==> config.mk <==
export PLATFORM = sky130hd
export DESIGN_NAME = button_click_classifier_unit
export DESIGN_NICKNAME = d
export VERILOG_FILES = /design/src/design/bcc_pkg.sv /design/src/design/button_click_classifier_unit.sv
export SDC_FILE = /design/constraint.sdc
export NUM_CORES = 1
export LEC_CHECK = 0
export BUFFER_PORTS_ARGS = -buffer_cell sky130_fd_sc_hd__clkbuf_2
export CORE_MARGIN = 1
export CORE_UTILIZATION = 31
export DETAILED_ROUTE_END_ITERATION = 7
export PLACE_DENSITY = 0.44
export RECOVER_POWER = 100
export REMOVE_ABC_BUFFERS = 1
export SYNTH_ARGS = -nofsm -noshare
export SYNTH_HDL_FRONTEND = slang
export SYNTH_SLANG_ARGS = --single-unit
==> constraint.sdc <==
create_clock -name clk -period 7.1 [get_ports clk]
set_clock_uncertainty 0.05 [all_clocks]
set_input_delay 0 -clock clk [delete_from_list [all_inputs] [get_ports clk]]
set_output_delay 0 -clock clk [all_outputs]
set_load 0.01 [all_outputs]
==> src/design/bcc_pkg.sv <==
// Package for the button click classifier: widths, reset values, register indexes, event codes.
package bcc_pkg;

	localparam int TimeWidthDefault = 16;
	localparam int CfgW = 16;
	localparam int CfgIdxW = 2;
	localparam int MinClickHold = 50;
	localparam int TripleCount = 3;

	localparam logic [CfgW-1:0] DebounceReset = 16'd50;
	localparam logic [CfgW-1:0] LongPressReset = 16'd1000;
	localparam logic [CfgW-1:0] ClickTimeoutReset = 16'd300;

	typedef enum logic [CfgIdxW-1:0] {
		REG_ACTIVE_LOW = 2'd0,
		REG_DEBOUNCE = 2'd1,
		REG_LONG_PRESS = 2'd2,
		REG_CLICK_TIMEOUT = 2'd3
	} cfg_reg_t;

	typedef enum logic [2:0] {
		EV_NONE = 3'd0,
		EV_SINGLE = 3'd1,
		EV_DOUBLE = 3'd2,
		EV_TRIPLE = 3'd3,
		EV_LONG = 3'd4
	} event_t;

endpackage

==> src/design/button_click_classifier_unit.sv <==
// The result word of an accepted input word is loaded into the output register in the cycle after it is taken.
// Throughput: one word per cycle; the input is taken whenever the output register is empty
// or its word is taken in the same cycle.
// Reset (arst_n low, asynchronous): state counters clear, button released, no result pending,
// registers return to active_low 1, debounce 50, long press 1000, click timeout 300.
// Top level of the button click classifier.
module button_click_classifier_unit
	import bcc_pkg::*;
#(
	parameter int TIME_WIDTH = TimeWidthDefault
) (
	input  logic clk,
	input  logic arst_n,
	input  logic s_axis_tvalid,
	output logic s_axis_tready,
	input  logic [7:0] s_axis_tdata,  // [0] raw_level, [7:1] zero
	output logic m_axis_tvalid,
	input  logic m_axis_tready,
	output logic [7:0] m_axis_tdata,  // [2:0] event_code, [3] pressed, [7:4] zero
	input  logic cfg_valid,
	output logic cfg_ready,
	input  logic [CfgIdxW-1:0] cfg_index,
	input  logic [CfgW-1:0] cfg_data
);

	localparam int CmpW = (TIME_WIDTH > CfgW) ? TIME_WIDTH : CfgW;
	localparam logic [TIME_WIDTH-1:0] TimeMax = '1;

	logic active_low_q;
	logic [CfgW-1:0] debounce_q, long_press_q, click_timeout_q;

	logic prev_level_q;
	logic [TIME_WIDTH-1:0] stable_q, hold_q, since_q;
	logic pressed_q;
	logic [1:0] tally_q;
	logic pending_q;

	logic out_valid_q;
	event_t out_event_q;
	logic out_pressed_q;

	logic accept;
	logic level, raw_pressed, edge_ok;
	logic [TIME_WIDTH-1:0] stable_n, hold_n, since_n;
	logic pressed_n, pending_n;
	logic [1:0] tally_n;
	event_t ev_n;

	assign cfg_ready = 1'b1;
	assign s_axis_tready = !out_valid_q || m_axis_tready;
	assign accept = s_axis_tvalid && s_axis_tready;
	assign m_axis_tvalid = out_valid_q;
	assign m_axis_tdata = {4'b0000, out_pressed_q, out_event_q};

	always_ff @(posedge clk or negedge arst_n) begin
		if (!arst_n) begin
			active_low_q <= 1'b1;
			debounce_q <= DebounceReset;
			long_press_q <= LongPressReset;
			click_timeout_q <= ClickTimeoutReset;
		end else if (cfg_valid) begin
			unique case (cfg_reg_t'(cfg_index))
				REG_ACTIVE_LOW: active_low_q <= cfg_data[0];
				REG_DEBOUNCE: debounce_q <= cfg_data;
				REG_LONG_PRESS: long_press_q <= cfg_data;
				REG_CLICK_TIMEOUT: click_timeout_q <= cfg_data;
				default: ;
			endcase
		end
	end

	always_comb begin
		level = s_axis_tdata[0];
		raw_pressed = level ^ active_low_q;
		ev_n = EV_NONE;
		if (level != prev_level_q)
			stable_n = '0;
		else
			stable_n = (stable_q == TimeMax) ? stable_q : stable_q + 1'b1;
		hold_n = hold_q;
		if (pressed_q && hold_q != TimeMax)
			hold_n = hold_q + 1'b1;
		since_n = (since_q == TimeMax) ? since_q : since_q + 1'b1;
		pressed_n = pressed_q;
		tally_n = tally_q;
		pending_n = pending_q;
		edge_ok = (CmpW'(stable_n) > CmpW'(debounce_q)) && (raw_pressed != pressed_q);
		if (edge_ok) begin
			pressed_n = raw_pressed;
			if (raw_pressed) begin
				hold_n = '0;
			end else if (CmpW'(hold_n) >= CmpW'(long_press_q)) begin
				ev_n = EV_LONG;
				tally_n = '0;
				pending_n = 1'b0;
			end else if (CmpW'(hold_n) > CmpW'(MinClickHold)) begin
				tally_n = tally_q + 2'd1;
				since_n = '0;
				pending_n = 1'b1;
				if (tally_n == 2'(TripleCount)) begin
					ev_n = EV_TRIPLE;
					tally_n = '0;
					pending_n = 1'b0;
				end
			end
		end
		if (pending_n && !pressed_n && CmpW'(since_n) > CmpW'(click_timeout_q)) begin
			if (tally_n == 2'd1)
				ev_n = EV_SINGLE;
			else if (tally_n == 2'd2)
				ev_n = EV_DOUBLE;
			tally_n = '0;
			pending_n = 1'b0;
		end
	end

	always_ff @(posedge clk or negedge arst_n) begin
		if (!arst_n) begin
			prev_level_q <= 1'b0;
			stable_q <= '0;
			hold_q <= '0;
			since_q <= '0;
			pressed_q <= 1'b0;
			tally_q <= '0;
			pending_q <= 1'b0;
		end else if (accept) begin
			prev_level_q <= level;
			stable_q <= stable_n;
			hold_q <= hold_n;
			since_q <= since_n;
			pressed_q <= pressed_n;
			tally_q <= tally_n;
			pending_q <= pending_n;
		end
	end

	always_ff @(posedge clk or negedge arst_n) begin
		if (!arst_n) begin
			out_valid_q <= 1'b0;
		end else if (accept) begin
			out_valid_q <= 1'b1;
		end else if (m_axis_tready) begin
			out_valid_q <= 1'b0;
		end
	end

	always_ff @(posedge clk) begin
		if (accept) begin
			out_event_q <= ev_n;
			out_pressed_q <= pressed_n;
		end
	end

endmodule

======== Word-level counts from Yosys, hierarchy flattened ========
Index checks and enable logic that the tools add are counted.
Widths: inputs -> output; s select.
storage, ports and cells
  logic and storage cells ................. 81
  register bits after elaboration ......... 107
  input bits .............................. 31
  output and inout port bits .............. 11
operators by class
  add/subtract/negate cells ............... 4
  muxes and demuxes ....................... 33
  reduce and logical (&&, ||, !) cells .... 14
  bitwise logic cells ..................... 1
  $lt $le $gt $ge ......................... 4
  equal/unequal tests ..................... 11
operators with widths
  kind                   number
  $mux 16                10
  $add 16x1->16 const B  3
  $eq 16x16->1 const B   2
  $gt 16x16->1           2
  $mux 3                 6
  $ge 16x16->1           1
  $gt 16x6->1 const B    1
  $mux 2                 8
  $ne 16x16->1 const B   1
  $mux 1                 9
  $eq 2x2->1 const B     4
  $reduce_and 2->1       4
  $logic_and 1x1->1      5
  $eq 2x1->1 const B     2
  $add 2x1->2 const B    1
  $logic_not 1->1        2
  $logic_not 2->1        1
  $ne 1x1->1             2
  $reduce_bool 2->1      1
  $logic_or 1x1->1       1
  $xor 1x1->1            1

======== Logic depth before layout (Yosys ltp) ========
Gate-level depths: netlist (run 1).
  depth in word-level cells ............... 12
  depth in mapped cells ................... 31
  gate-level depth less buffers ........... 27

======== Worst setup path before layout (run 1) ========
Ideal clock, no wire load.
  kind .................................... flip-flop to flip-flop
  from .................................... reg stable_q[3]
  to ...................................... reg out_event_q[1] (data pin)
  required time ........................... 6.785 ns
  path slack .............................. 1.010 ns
  arrival ................................. 5.775 ns
  buffers on the path ..................... 4
  library setup time ...................... 0.265 ns
  clock period less this slack ............ 6.090 ns
  stages on the path, launching flop included .. 31
  cells stage by stage .................... dfrtp_1 and3_1 and3_1 nand3_1 or2_2 clkbuf_1 and2_1 nand3_1 xor2_1 nor2_1 ha_1 nand4_1 a2111o_1 a31oi_1 and3_1 o21ai_4 nor2_1 buf_2 buf_4 nor2_1 ha_1 nor2b_1 o31ai_1 a21oi_1 o211ai_1 a21oi_1 or3_1 or3b_2 clkbuf_1 a211oi_1 or3_1
between the ends
  elaborated cells on any way between the ends .. 20
  classes of those cells .................. 1 x add/sub; 2 x order compare; 3 x eq/ne; 10 x mux; 4 x reduce/logical
RTL lines
  item                                           RTL line                             RTL
  start, declared                                button_click_classifier_unit.sv:33   logic [TIME_WIDTH-1:0] stable_q, hold_q, since_q;
  start signal, assigned                         button_click_classifier_unit.sv:128  stable_q <= stable_n;
  $add 16x1->16 or $eq 16x16->1 (tied branches)  button_click_classifier_unit.sv:79   stable_n = (stable_q == TimeMax) ? stable_q : stable_q + 1'b1;
  $mux 16 (*)                                    button_click_classifier_unit.sv:79
  $mux 16 (*)                                    button_click_classifier_unit.sv:76   if (level != prev_level_q)
  named net stable_n[8]                          button_click_classifier_unit.sv:44   logic [TIME_WIDTH-1:0] stable_n, hold_n, since_n;
  $gt 16x16->1 (*)                               button_click_classifier_unit.sv:87   edge_ok = (CmpW'(stable_n) > CmpW'(debounce_q)) && (raw_pressed != pressed_q);
  $logic_and 1x1->1 (*)                          button_click_classifier_unit.sv:87
  $mux 16 (*)                                    button_click_classifier_unit.sv:88   if (edge_ok) begin
  named net since_n[1]                           button_click_classifier_unit.sv:44
  $gt 16x16->1 (*)                               button_click_classifier_unit.sv:107  if (pending_n && !pressed_n && CmpW'(since_n) > CmpW'(click_timeout_q)) begin
  $logic_and 1x1->1 (*)                          button_click_classifier_unit.sv:107
  $mux 3 (*)                                     button_click_classifier_unit.sv:107
  named net ev_n[1]                              button_click_classifier_unit.sv:47   event_t ev_n;
  end signal, assigned                           button_click_classifier_unit.sv:149  out_event_q <= ev_n;
  end, declared                                  button_click_classifier_unit.sv:39   event_t out_event_q;
Mark *: on every way through the listed nets, which the timed path passes. The rest lies on a longest branch.
A chain may end at the register's enable or synchronous reset.

======== Worst setup path in the final report (run 1) ========
  from .................................... reg stable_q[6]
  to ...................................... reg out_event_q[0] (data pin)
The elaborated chain is that of the path after synthesis.

==> results.py, run 1 <==
metrics = {
    "drt": {
        "num_vias": 5539,
        "drc": 0,
        "routed_wirelength_um": 17200,
        "detail_route.iter0.violations": 233,
        "wl_per_cell_um": 16.2,
        "antenna_left": 0,
        "vias_per_cell": 5.24,
        "firstDrtPassIters": 7,
    },
    "cts": {
        "cts-resized-gates": 0,
        "cts_buffers": 9,
        "h-tree-depth": 3,
        "cts_sinks": 107,
        "ctsHoldBuffers": 22,
        "cts_tree": "done",
        "cts_setup_buffers": 0,
        "root_buffer": "clkbuf_16",
        "clk_latency_ns": 0.36,
        "cts.reportedPaths.clkPinSlew_ns": 0.08,
        "cts_buffer_depth": 2,
    },
    "synth": {
        "syn_inst": 746,
        "yosys_warnings": 0,
        "async_flop_share": 0.963,
        "yosysSeqAreaShare": 0.388,
        "syn_area_mm2": 0.00700,
        "yosys.area.top_type_share": 0.318,
        "synth_flop_cell": "dfrtp_1",
        "synth_area_per_cell_um2": 9.39,
        "synth.largest_area_cell": "dfrtp_1",
        "synth_edf_count": 4,
        "ys_seq_elements": 107,
        "synthTopCellsByArea": "dfrtp_1 32%, ha_1 8.9%, mux2_2 8.4%, dfstp_2 5.3%, nand2_1 4.1%",
        "ys_types": 72,
    },
    "finish": {
        "layout_commonest_cell": "dfrtp_1",
        "syn_to_final_growth_pct": 12.0,
        "seqCellArea_mm2": 0.00272,
        "final_layout_size_suffix_gt1_frac": 0.162,
        "fin_nets": 854,
        "multi_input_area_mm2": 0.00386,
        "final_cell_mix": "89 x dfrtp_1, 76 x nand2_1, 52 x mux2_2, 50 x ha_1, 48 x inv_1",
        "fillers": 2202,
        "post-route-util": 0.357,
        "diodes": 0,
    },
    "worst_hold_path": {
        "hp-start": "m_axis_tready",
        "worstHoldPathType": "input port to primary output",
    },
    "die": {
        "start_util": 0.319,
        "die_w_um": 152,
        "rows": 54,
        "fp.dieH_um": 152,
        "die_area_mm2": 0.0232,
        "ios": 42,
        "core_area_mm2": 0.0220,
    },
    "sta": {
        "setup_viol": 0,
        "fin_setup_tns_ns": 0,
        "fin_crit_ns": 6.64,
        "timing.final.crit_share": 0.936,
        "rsz0062_at_grt": "false",
        "max_freq_mhz": 151,
        "tightestPinTransition_ns": 3.97,
        "drv_slew": 173,
        "hold_viol_final": 0,
        "slew-limit-headroom": -1.65,
        "hold_ws_ns": 0.301,
    },
    "placement": {
        "port_buffers": 29,
        "place.gp.congestion": 0.894,
        "hpwl_um": 12500,
    },
    "run": {
        "maxCapViolations": 4,
    },
    "run_status": {
        "failed_checks": "max-capacitance violations, max-slew violations",
        "status": "finished with violations",
    },
    "power": {
        "p_sw_uw": 635,
        "pwr-share-seq": 0.435,
        "ir_drop_mv": 0.102,
        "p_int_mw": 1.23,
        "p_clk_frac": 0.295,
        "p_leak_nw": 3.54,
        "power_mw": 1.86,
        "powerDensity_mw_per_mm2": 237,
        "share_comb_of_total_power": 0.269,
        "swShare": 0.341,
    },
    "setup_path": {
        "crit_arrival_ns": 6.83,
        "r2r-start": "stable_q[6]",
        "crit_path_max_incr_delay_ns": 0.56,
        "crit_path_top_delay_cell": "or3b_2",
        "crit_path_max_fanout": 18,
        "crit_start": "stable_q[6]",
        "critPathLaunchType": "register",
        "crit_path_end_kind": "register",
        "required_ns": 7.28,
        "critical_path_class": "register to register",
        "critPathBufInv": 3,
        "path_delay_family": "simple AND/OR/NAND/NOR gates",
    },
    "global_routing": {
        "grt_max_degree": 75,
        "antenna_found_initial": 0,
        "grt_pass1_wl_um": 28600,
        "first_global_vias": 5438,
        "overflow": 0,
        "track_usage": 0.156,
    },
}
## state kept, by name (all words and copies together) (netlist names), 2 cells and up
| signal | flops |
|---|---|
| click_timeout_q | 16 |
| debounce_q | 16 |
| hold_q | 16 |
| long_press_q | 16 |
| out_event_q | 3 |
| since_q | 16 |
| stable_q | 16 |
| tally_q | 2 |
## stage by stage
step | instance area, µm² | worst slack, ns | instances
after floorplan | 6780 | 0.921 | 704
after global placement | 7340 | 0.546 | 1020
after detailed placement | 7340 | 0.498 | 1020
after CTS | 7880 | 0.429 | 1058
after global routing | 7840 | 0.0829 | 1058
final | 7840 | 0.456 | 1058
## worst reg2reg max path: cells and delay by family, from the launching register on
family | cells | cell delay (ns)
buf+inv | 3 | 0.42
fa+ha+maj | 2 | 0.61
flops | 1 | 0.44
compound gates | 7 | 1.55
mux | 1 | 0.24
simple gates | 14 | 3.20
## per-layer routing
layer | wire length, µm | share of wire | vias up | GRT usage
met5 | 0 | 0 | - | 0
met4 | 404 | 0.024 | 0 | 0.0666
met3 | 406 | 0.024 | 21 | 0.0199
met2 | 8070 | 0.47 | 82 | 0.257
met1 | 8290 | 0.48 | 2722 | 0.204
li1 | - | - | 2714 | -
## cells by family after synthesis
logic type,share of synthesized area
XOR/XNOR,0.0413
multiplexers,0.0879
buffers and inverters,0.0609
adder cells (fa/ha/maj),0.0893
AND/OR/NAND/NOR,0.199
other,0.00107
flip-flops,0.388
AO/OA/AOI/OAI,0.133
## layout make-up
cell class | instances | area share
clock inverters | 7 | 0.0124
well taps | 280 | 0.0447
inverters | 50 | 0.0239
repair buffers | 58 | 0.0517
clock buffers | 9 | 0.0287
flip-flops and latches | 107 | 0.346
multi-input cells | 547 | 0.492
## synth_stat cells, drive strengths merged, types with 5 or more instances
master	n
buf	22
nand3	30
o211ai	5
a31o	5
nand2	76
o22ai	7
o31ai	9
a211oi	6
xor2	16
or3	10
a22o	10
a21oi	42
dfstp	14
ha	50
or2	5
nand2b	8
dfrtp	89
mux2	52
clkbuf	23
nor3	7
inv	49
nand4	21
nor3b	5
nor2	47
a31oi	5
and3	17
xnor2	17
and4	7
o21ai	32
nor2b	8
## worst paths after layout
check                                      end  cells after the start  slack (ns)
worst max-delay path            out_event_q[0]                     27        0.46
worst min-delay path             s_axis_tready                      3        0.30
worst max register to register  out_event_q[0]                     27        0.46
worst min register to register    prev_level_q                      2        0.45
max in group asynchronous          since_q[11]                      3        1.87
min in group asynchronous            hold_q[2]                      2        0.59
## power by group through the flow
stage	combinational, mW	clock, mW	sequential (mW)
floorplan	0.365	0	0.794
global placement	0.482	0	0.816
detailed placement	0.500	0	0.821
CTS	0.512	0.566	0.810
global route	0.581	0.595	0.830
finish	0.502	0.549	0.811
Note: power is estimated with default switching activity, not from simulation.
==> run 2: changes to the inputs <==
--- a/config.mk
+++ b/config.mk
@@ -5,6 +5,7 @@
 export SDC_FILE = /design/constraint.sdc
 export NUM_CORES = 1
 export LEC_CHECK = 0
+export ABC_AREA = 1
 export BUFFER_PORTS_ARGS = -buffer_cell sky130_fd_sc_hd__clkbuf_2
 export CORE_MARGIN = 1
 export CORE_UTILIZATION = 31
==> results.py, run 2 <==
metrics = {
    "run_status": {
        "status": "finished with violations",
        "failed_checks": "design-rule violations, max-capacitance violations, max-slew violations",
    },
    "setup_path": {
        "cpMostUsedCell": "nand2_1",
        "crit_path_top_delay_cell": "nor2_1",
        "critical_path_class": "register to register",
        "required_ns": 7.28,
        "critPathBufInv": 6,
        "critPathLaunchType": "register",
        "crit_path_max_incr_delay_ns": 0.53,
        "path_delay_family": "simple AND/OR/NAND/NOR gates",
        "crit_arrival_ns": 6.31,
        "crit_path_end_kind": "register",
        "crit_path_max_fanout": 16,
    },
    "finish": {
        "final_cell_mix": "270 x nand2_1, 167 x inv_1, 102 x o21ai_0, 89 x dfrtp_1, 53 x nor2_1",
        "diodes": 0,
        "multi_input_area_mm2": 0.00357,
        "fin_nets": 1091,
        "seqCellArea_mm2": 0.00272,
        "layout_commonest_cell": "nand2_1",
        "syn_to_final_growth_pct": 12.2,
        "fillers": 2459,
        "final_layout_size_suffix_gt1_frac": 0.0788,
    },
    "sta": {
        "slew-limit-headroom": -1.69,
        "fin_setup_tns_ns": 0,
        "worst_slack_ns": 0.974,
        "setup_viol": 0,
        "timing.final.crit_share": 0.863,
        "tightestPinTransition_ns": 4.04,
        "rsz0062_at_grt": "false",
        "max_freq_mhz": 163,
        "hold_viol_final": 0,
        "drv_slew": 138,
        "fin_crit_ns": 6.13,
    },
    "cts": {
        "cts_buffer_depth": 2,
        "cts_sinks": 107,
        "h-tree-depth": 3,
        "clk_latency_ns": 0.36,
        "cts-resized-gates": 0,
        "ctsHoldBuffers": 22,
        "cts_buffers": 9,
        "cts_setup_buffers": 0,
        "cts.reportedPaths.clkPinSlew_ns": 0.07,
        "root_buffer": "clkbuf_16",
        "cts_tree": "done",
    },
    "placement": {
        "place_ws_ns": 0.896,
        "hpwl_um": 13200,
        "place.gp.congestion": 0.857,
        "port_buffers": 29,
    },
    "drt": {
        "antenna_left": 0,
        "vias_per_cell": 4.57,
        "firstDrtPassIters": 7,
        "detail_route.iter0.violations": 290,
        "num_vias": 5937,
        "drc": 2,
        "wl_per_cell_um": 13.8,
        "routed_wirelength_um": 18000,
    },
    "synth": {
        "synth.largest_area_cell": "dfrtp_1",
        "yosys-mux-area-fraction": 0,
        "synthTopCellsByArea": "dfrtp_1 31%, nand2_1 14%, inv_1 8.8%, ha_1 8.8%, o21ai_0 6.8%",
        "yosysSeqAreaShare": 0.382,
        "synth_compound_area_frac": 0.124,
        "synth_top_family_by_area": "simple AND/OR/NAND/NOR gates",
        "yosys.area_share.xor_xnor": 0.0258,
        "yosys.area.top_type_share": 0.313,
        "synth_adder_area_share": 0.0879,
        "syn_inst": 970,
        "async_flop_share": 0.963,
        "synth_flop_cell": "dfrtp_1",
        "syn_area_mm2": 0.00712,
        "yosys_warnings": 0,
        "synth_edf_count": 4,
        "synth-simple-area-share": 0.267,
        "ys_types": 41,
        "synth.most_common_cell": "nand2_1",
        "synthTopCellsByCount": "270 x nand2_1, 167 x inv_1, 96 x o21ai_0, 89 x dfrtp_1",
        "synth_area_per_cell_um2": 7.34,
        "ys_seq_elements": 107,
    },
    "global_routing": {
        "overflow": 0,
        "grt_max_degree": 74,
        "track_usage": 0.164,
        "grt_pass1_wl_um": 30300,
        "antenna_found_initial": 0,
        "first_global_vias": 5813,
    },
    "run": {
        "maxCapViolations": 3,
    },
    "power": {
        "p_leak_nw": 3.94,
        "powerDensity_mw_per_mm2": 288,
        "ir_drop_mv": 0.112,
    },
    "die": {
        "rows": 55,
        "die_w_um": 154,
        "start_util": 0.315,
        "die_area_mm2": 0.0236,
        "fp.dieH_um": 154,
        "core_area_mm2": 0.0226,
        "ios": 42,
    },
    "worst_hold_path": {
        "worstHoldPathType": "input port to register",
    },
}
==> run 2: changes by cell type after synthesis, moves of 9 or more <==
cell / before / now
nand2_1: 76 / 270
inv_1: 48 / 167
o21ai_0: 26 / 96
mux2_2: 52 / 0
nor3_1: 6 / 24
and3_1: 17 / 0
nor2_4: 0 / 13
xnor2_1: 17 / 5
nand3_1: 29 / 40
a21oi_1: 42 / 32
a22o_1: 10 / 0
or3_1: 10 / 0
buf_4: 15 / 6
==> run 2: power breakdown <==
part | switching (mW) | leakage, nW | internal (mW) | total [mW]
clock network | 0.252 | 0.158 | 0.300 | 0.552
logic | 0.557 | 2.45 | 0.329 | 0.886
registers | 0.115 | 1.33 | 0.748 | 0.863
==> run 2: cells by family (layout without fill, tap and decap cells) <==
group,after synthesis,in the layout
buf+inv,199,241
fa+ha+maj,50,50
flops,107,107
simple gates,426,426
compound gates,165,165
other cells,2,5
xor+xnor,21,21
==> run 2: through the flow <==
stage	hold slack, ns	total power, mW	utilization	std cells	instance area [µm²]
global route	0.446	2.53	0.354	1300	7980
floorplan	-0.346	1.54	-	944	6960
detailed placement	-0.0565	1.78	0.332	1262	7500
global placement	-0.0487	1.77	0.332	1262	7500
finish	0.394	2.30	0.354	1300	7980
CTS	0.0911	2.36	0.356	1300	8040
==> run 2: cell type report <==
type,instances,area share
multi-input combinational,667,0.448
sequential,107,0.340
inverter,170,0.0799
timing repair buffer,55,0.0473
tap,285,0.0447
clock buffer,11,0.0318
clock inverter,5,0.00862
==> run 2: final timing paths <==
| kind | startpoint | end | slack, ns | cells after the start |
|---|---|---|---|---|
| worst max-delay path | stable_q[2] | out_event_q[0] | 0.97 | 32 |
| worst min-delay path | s_axis_tdata[0] | prev_level_q | 0.39 | 4 |
| worst max register to register | stable_q[2] | out_event_q[0] | 0.97 | 32 |
| worst min register to register | long_press_q[14] | long_press_q[14] | 0.44 | 2 |
| max in group asynchronous | arst_n | since_q[15] | 1.71 | 3 |
| min in group asynchronous | arst_n | stable_q[7] | 0.66 | 2 |
==> run 2: worst reg2reg max path, delay by kind of cell, from the launching register on <==
family / cells / cell delay (ns)
adders and majority gates: 2 / 0.56
buffers and inverters: 6 / 0.57
xor gates and xnor gates: 1 / 0.15
AOI/OAI and AO/OA: 1 / 0.15
and+or+nand+nor: 22 / 4.13
DFF: 1 / 0.40
==> run 2: layer usage <==
layer  track usage  wire, µm
met5             0         0
met4        0.0548       377
met3        0.0254       403
met2         0.267      8110
met1         0.222      9080
==> run 3: changes to the inputs <==
--- a/config.mk
+++ b/config.mk
@@ -7,7 +7,7 @@
 export LEC_CHECK = 0
 export ABC_AREA = 1
 export BUFFER_PORTS_ARGS = -buffer_cell sky130_fd_sc_hd__clkbuf_2
-export CORE_MARGIN = 1
+export CORE_MARGIN = 2
 export CORE_UTILIZATION = 31
 export DETAILED_ROUTE_END_ITERATION = 7
 export PLACE_DENSITY = 0.44
==> results.py, run 3 (synthesized netlist as in run 2, its figures left out) <==
metrics = {
    "placement": {
        "hpwl_um": 13300,
        "place.gp.congestion": 0.830,
        "placed_area_mm2": 0.00751,
        "port_buffers": 29,
        "placed_cells": 1264,
    },
    "cts": {
        "cts_sinks": 107,
        "root_buffer": "clkbuf_16",
        "clk_latency_ns": 0.36,
        "cts_buffer_depth": 2,
        "cts_buffers": 9,
        "cts-resized-gates": 0,
        "h-tree-depth": 3,
        "cts_setup_buffers": 0,
        "cts.reportedPaths.clkPinSlew_ns": 0.07,
        "cts_tree": "done",
    },
    "drt": {
        "drc": 0,
        "detail_route.iter0.violations": 251,
        "antenna_left": 0,
        "num_vias": 5958,
        "firstDrtPassIters": 4,
        "wl_per_cell_um": 13.9,
        "routed_wirelength_um": 18200,
        "vias_per_cell": 4.57,
    },
    "setup_path": {
        "crit_arrival_ns": 6.18,
        "critPathLaunchType": "register",
        "r2r_cells": 35,
        "required_ns": 7.16,
        "reg2reg_slack_ns": 0.98,
        "critical_path_class": "register to register",
        "r2r-start": "stable_q[0]",
        "crit_path_max_fanout": 16,
        "cpMostUsedCell": "nand2_1",
        "crit_path_end_kind": "register",
        "crit_path_max_incr_delay_ns": 0.51,
        "r2r-end": "pending_q",
        "crit_path_top_delay_cell": "nor2_1",
    },
    "sta": {
        "drv_slew": 207,
        "fin_crit_ns": 6.12,
        "setup_viol": 0,
        "slew-limit-headroom": -1.06,
        "rsz0062_at_grt": "false",
        "tightestPinTransition_ns": 3.09,
        "max_freq_mhz": 163,
        "hold_viol_final": 0,
        "fin_setup_tns_ns": 0,
        "timing.final.crit_share": 0.862,
    },
    "finish": {
        "syn_to_final_growth_pct": 12.7,
        "final_layout_size_suffix_gt1_frac": 0.0806,
        "layout_commonest_cell": "nand2_1",
        "instances_no_fill": 1303,
        "final_cell_mix": "270 x nand2_1, 167 x inv_1, 106 x o21ai_0, 89 x dfrtp_1, 51 x nor2_1",
        "post-route-util": 0.355,
        "fin_nets": 1094,
        "diodes": 0,
        "fin_area_mm2": 0.00802,
    },
    "run_status": {
        "failed_checks": "max-capacitance violations, max-slew violations",
        "status": "finished with violations",
    },
    "die": {
        "start_util": 0.315,
        "fp.dieH_um": 156,
        "core_area_mm2": 0.0226,
        "rows": 55,
        "ios": 42,
        "die_w_um": 156,
        "die_area_mm2": 0.0242,
    },
    "global_routing": {
        "grt_pass1_wl_um": 30500,
        "track_usage": 0.160,
        "first_global_vias": 5775,
        "grt_max_degree": 69,
        "overflow": 0,
        "antenna_found_initial": 0,
    },
    "power": {
        "ir_drop_mv": 0.118,
        "power_mw": 2.34,
        "powerDensity_mw_per_mm2": 291,
        "p_leak_nw": 3.94,
    },
    "worst_hold_path": {
        "hold-path-cell-count": 4,
        "hp-start": "s_axis_tdata[0]",
        "worstHoldPathType": "input port to register",
        "hold_path_end": "prev_level_q",
    },
    "run": {
        "maxCapViolations": 4,
    },
}
run 3: cell count changes in the layout (fill, tap and decap cells not counted), moves of 2 or more:
cell and change:
clkbuf_1 +3, o21ai_1 -4, nor2_4 +2, o21ai_0 +4
nor2_1 -2
run 3: cell type report:
| type | count | area, µm² |
|---|---|---|
| clock buffer | 11 | 243 |
| multi-input combinational | 667 | 3590 |
| inverter | 170 | 638 |
| timing repair buffer | 58 | 392 |
| tap | 285 | 357 |
| fill | 2447 | 14600 |
| sequential | 107 | 2720 |
| clock inverter | 5 | 85.1 |
run 3: through the flow:
step	hold slack [ns]	setup slack, ns
floorplan	-0.346	2.17
global route	0.442	0.321
global placement	0.0640	1.05
CTS	0.0885	0.974
detailed placement	0.0588	1.02
finish	0.395	0.981
run 3: worst max-delay path, delay by kind of cell (launching register included):
family	cells	cell delay, ns
AND/OR/NAND/NOR	22	3.52
adder cells (fa/ha/maj)	3	0.77
buffers and inverters	7	0.77
flip-flops	1	0.40
AO/OA/AOI/OAI	2	0.26
XOR/XNOR	1	0.07
run 3: per-layer routing:
metal	GRT usage	vias to the layer above	share of wire
li1	-	3157	-
met1	0.226	2732	0.52
met2	0.257	59	0.45
met3	0.0220	10	0.021
met4	0.0402	0	0.010
met5	0	-	0
run 3: report_power, final:
group          switching [mW]  internal, mW  total [mW]
sequential              0.114         0.748       0.862
clock                   0.254         0.323       0.576
combinational           0.566         0.333       0.899
run 3: worst max path at each step:
| stage | startpoint | to | slack, ns | depth (start not counted) |
|---|---|---|---|---|
| 2_1_floorplan | stable_q[2] | out_event_q[1] | 2.17 | 34 |
| 3_3_place_gp | stable_q[2] | out_event_q[0] | 1.05 | 34 |
| 3_5_place_dp | stable_q[2] | out_event_q[0] | 1.02 | 34 |
| 4_1_cts | stable_q[2] | out_event_q[0] | 0.97 | 34 |
| 5_1_grt | stable_q[0] | out_event_q[1] | 0.32 | 38 |
| 6_report | stable_q[0] | pending_q | 0.98 | 35 |
run 3: what timing repair did:
action | CTS | global route
hold buffers | 23 | 0
endpoints found under the hold margin | 94 | 0
setup endpoints to repair | 0 | 0
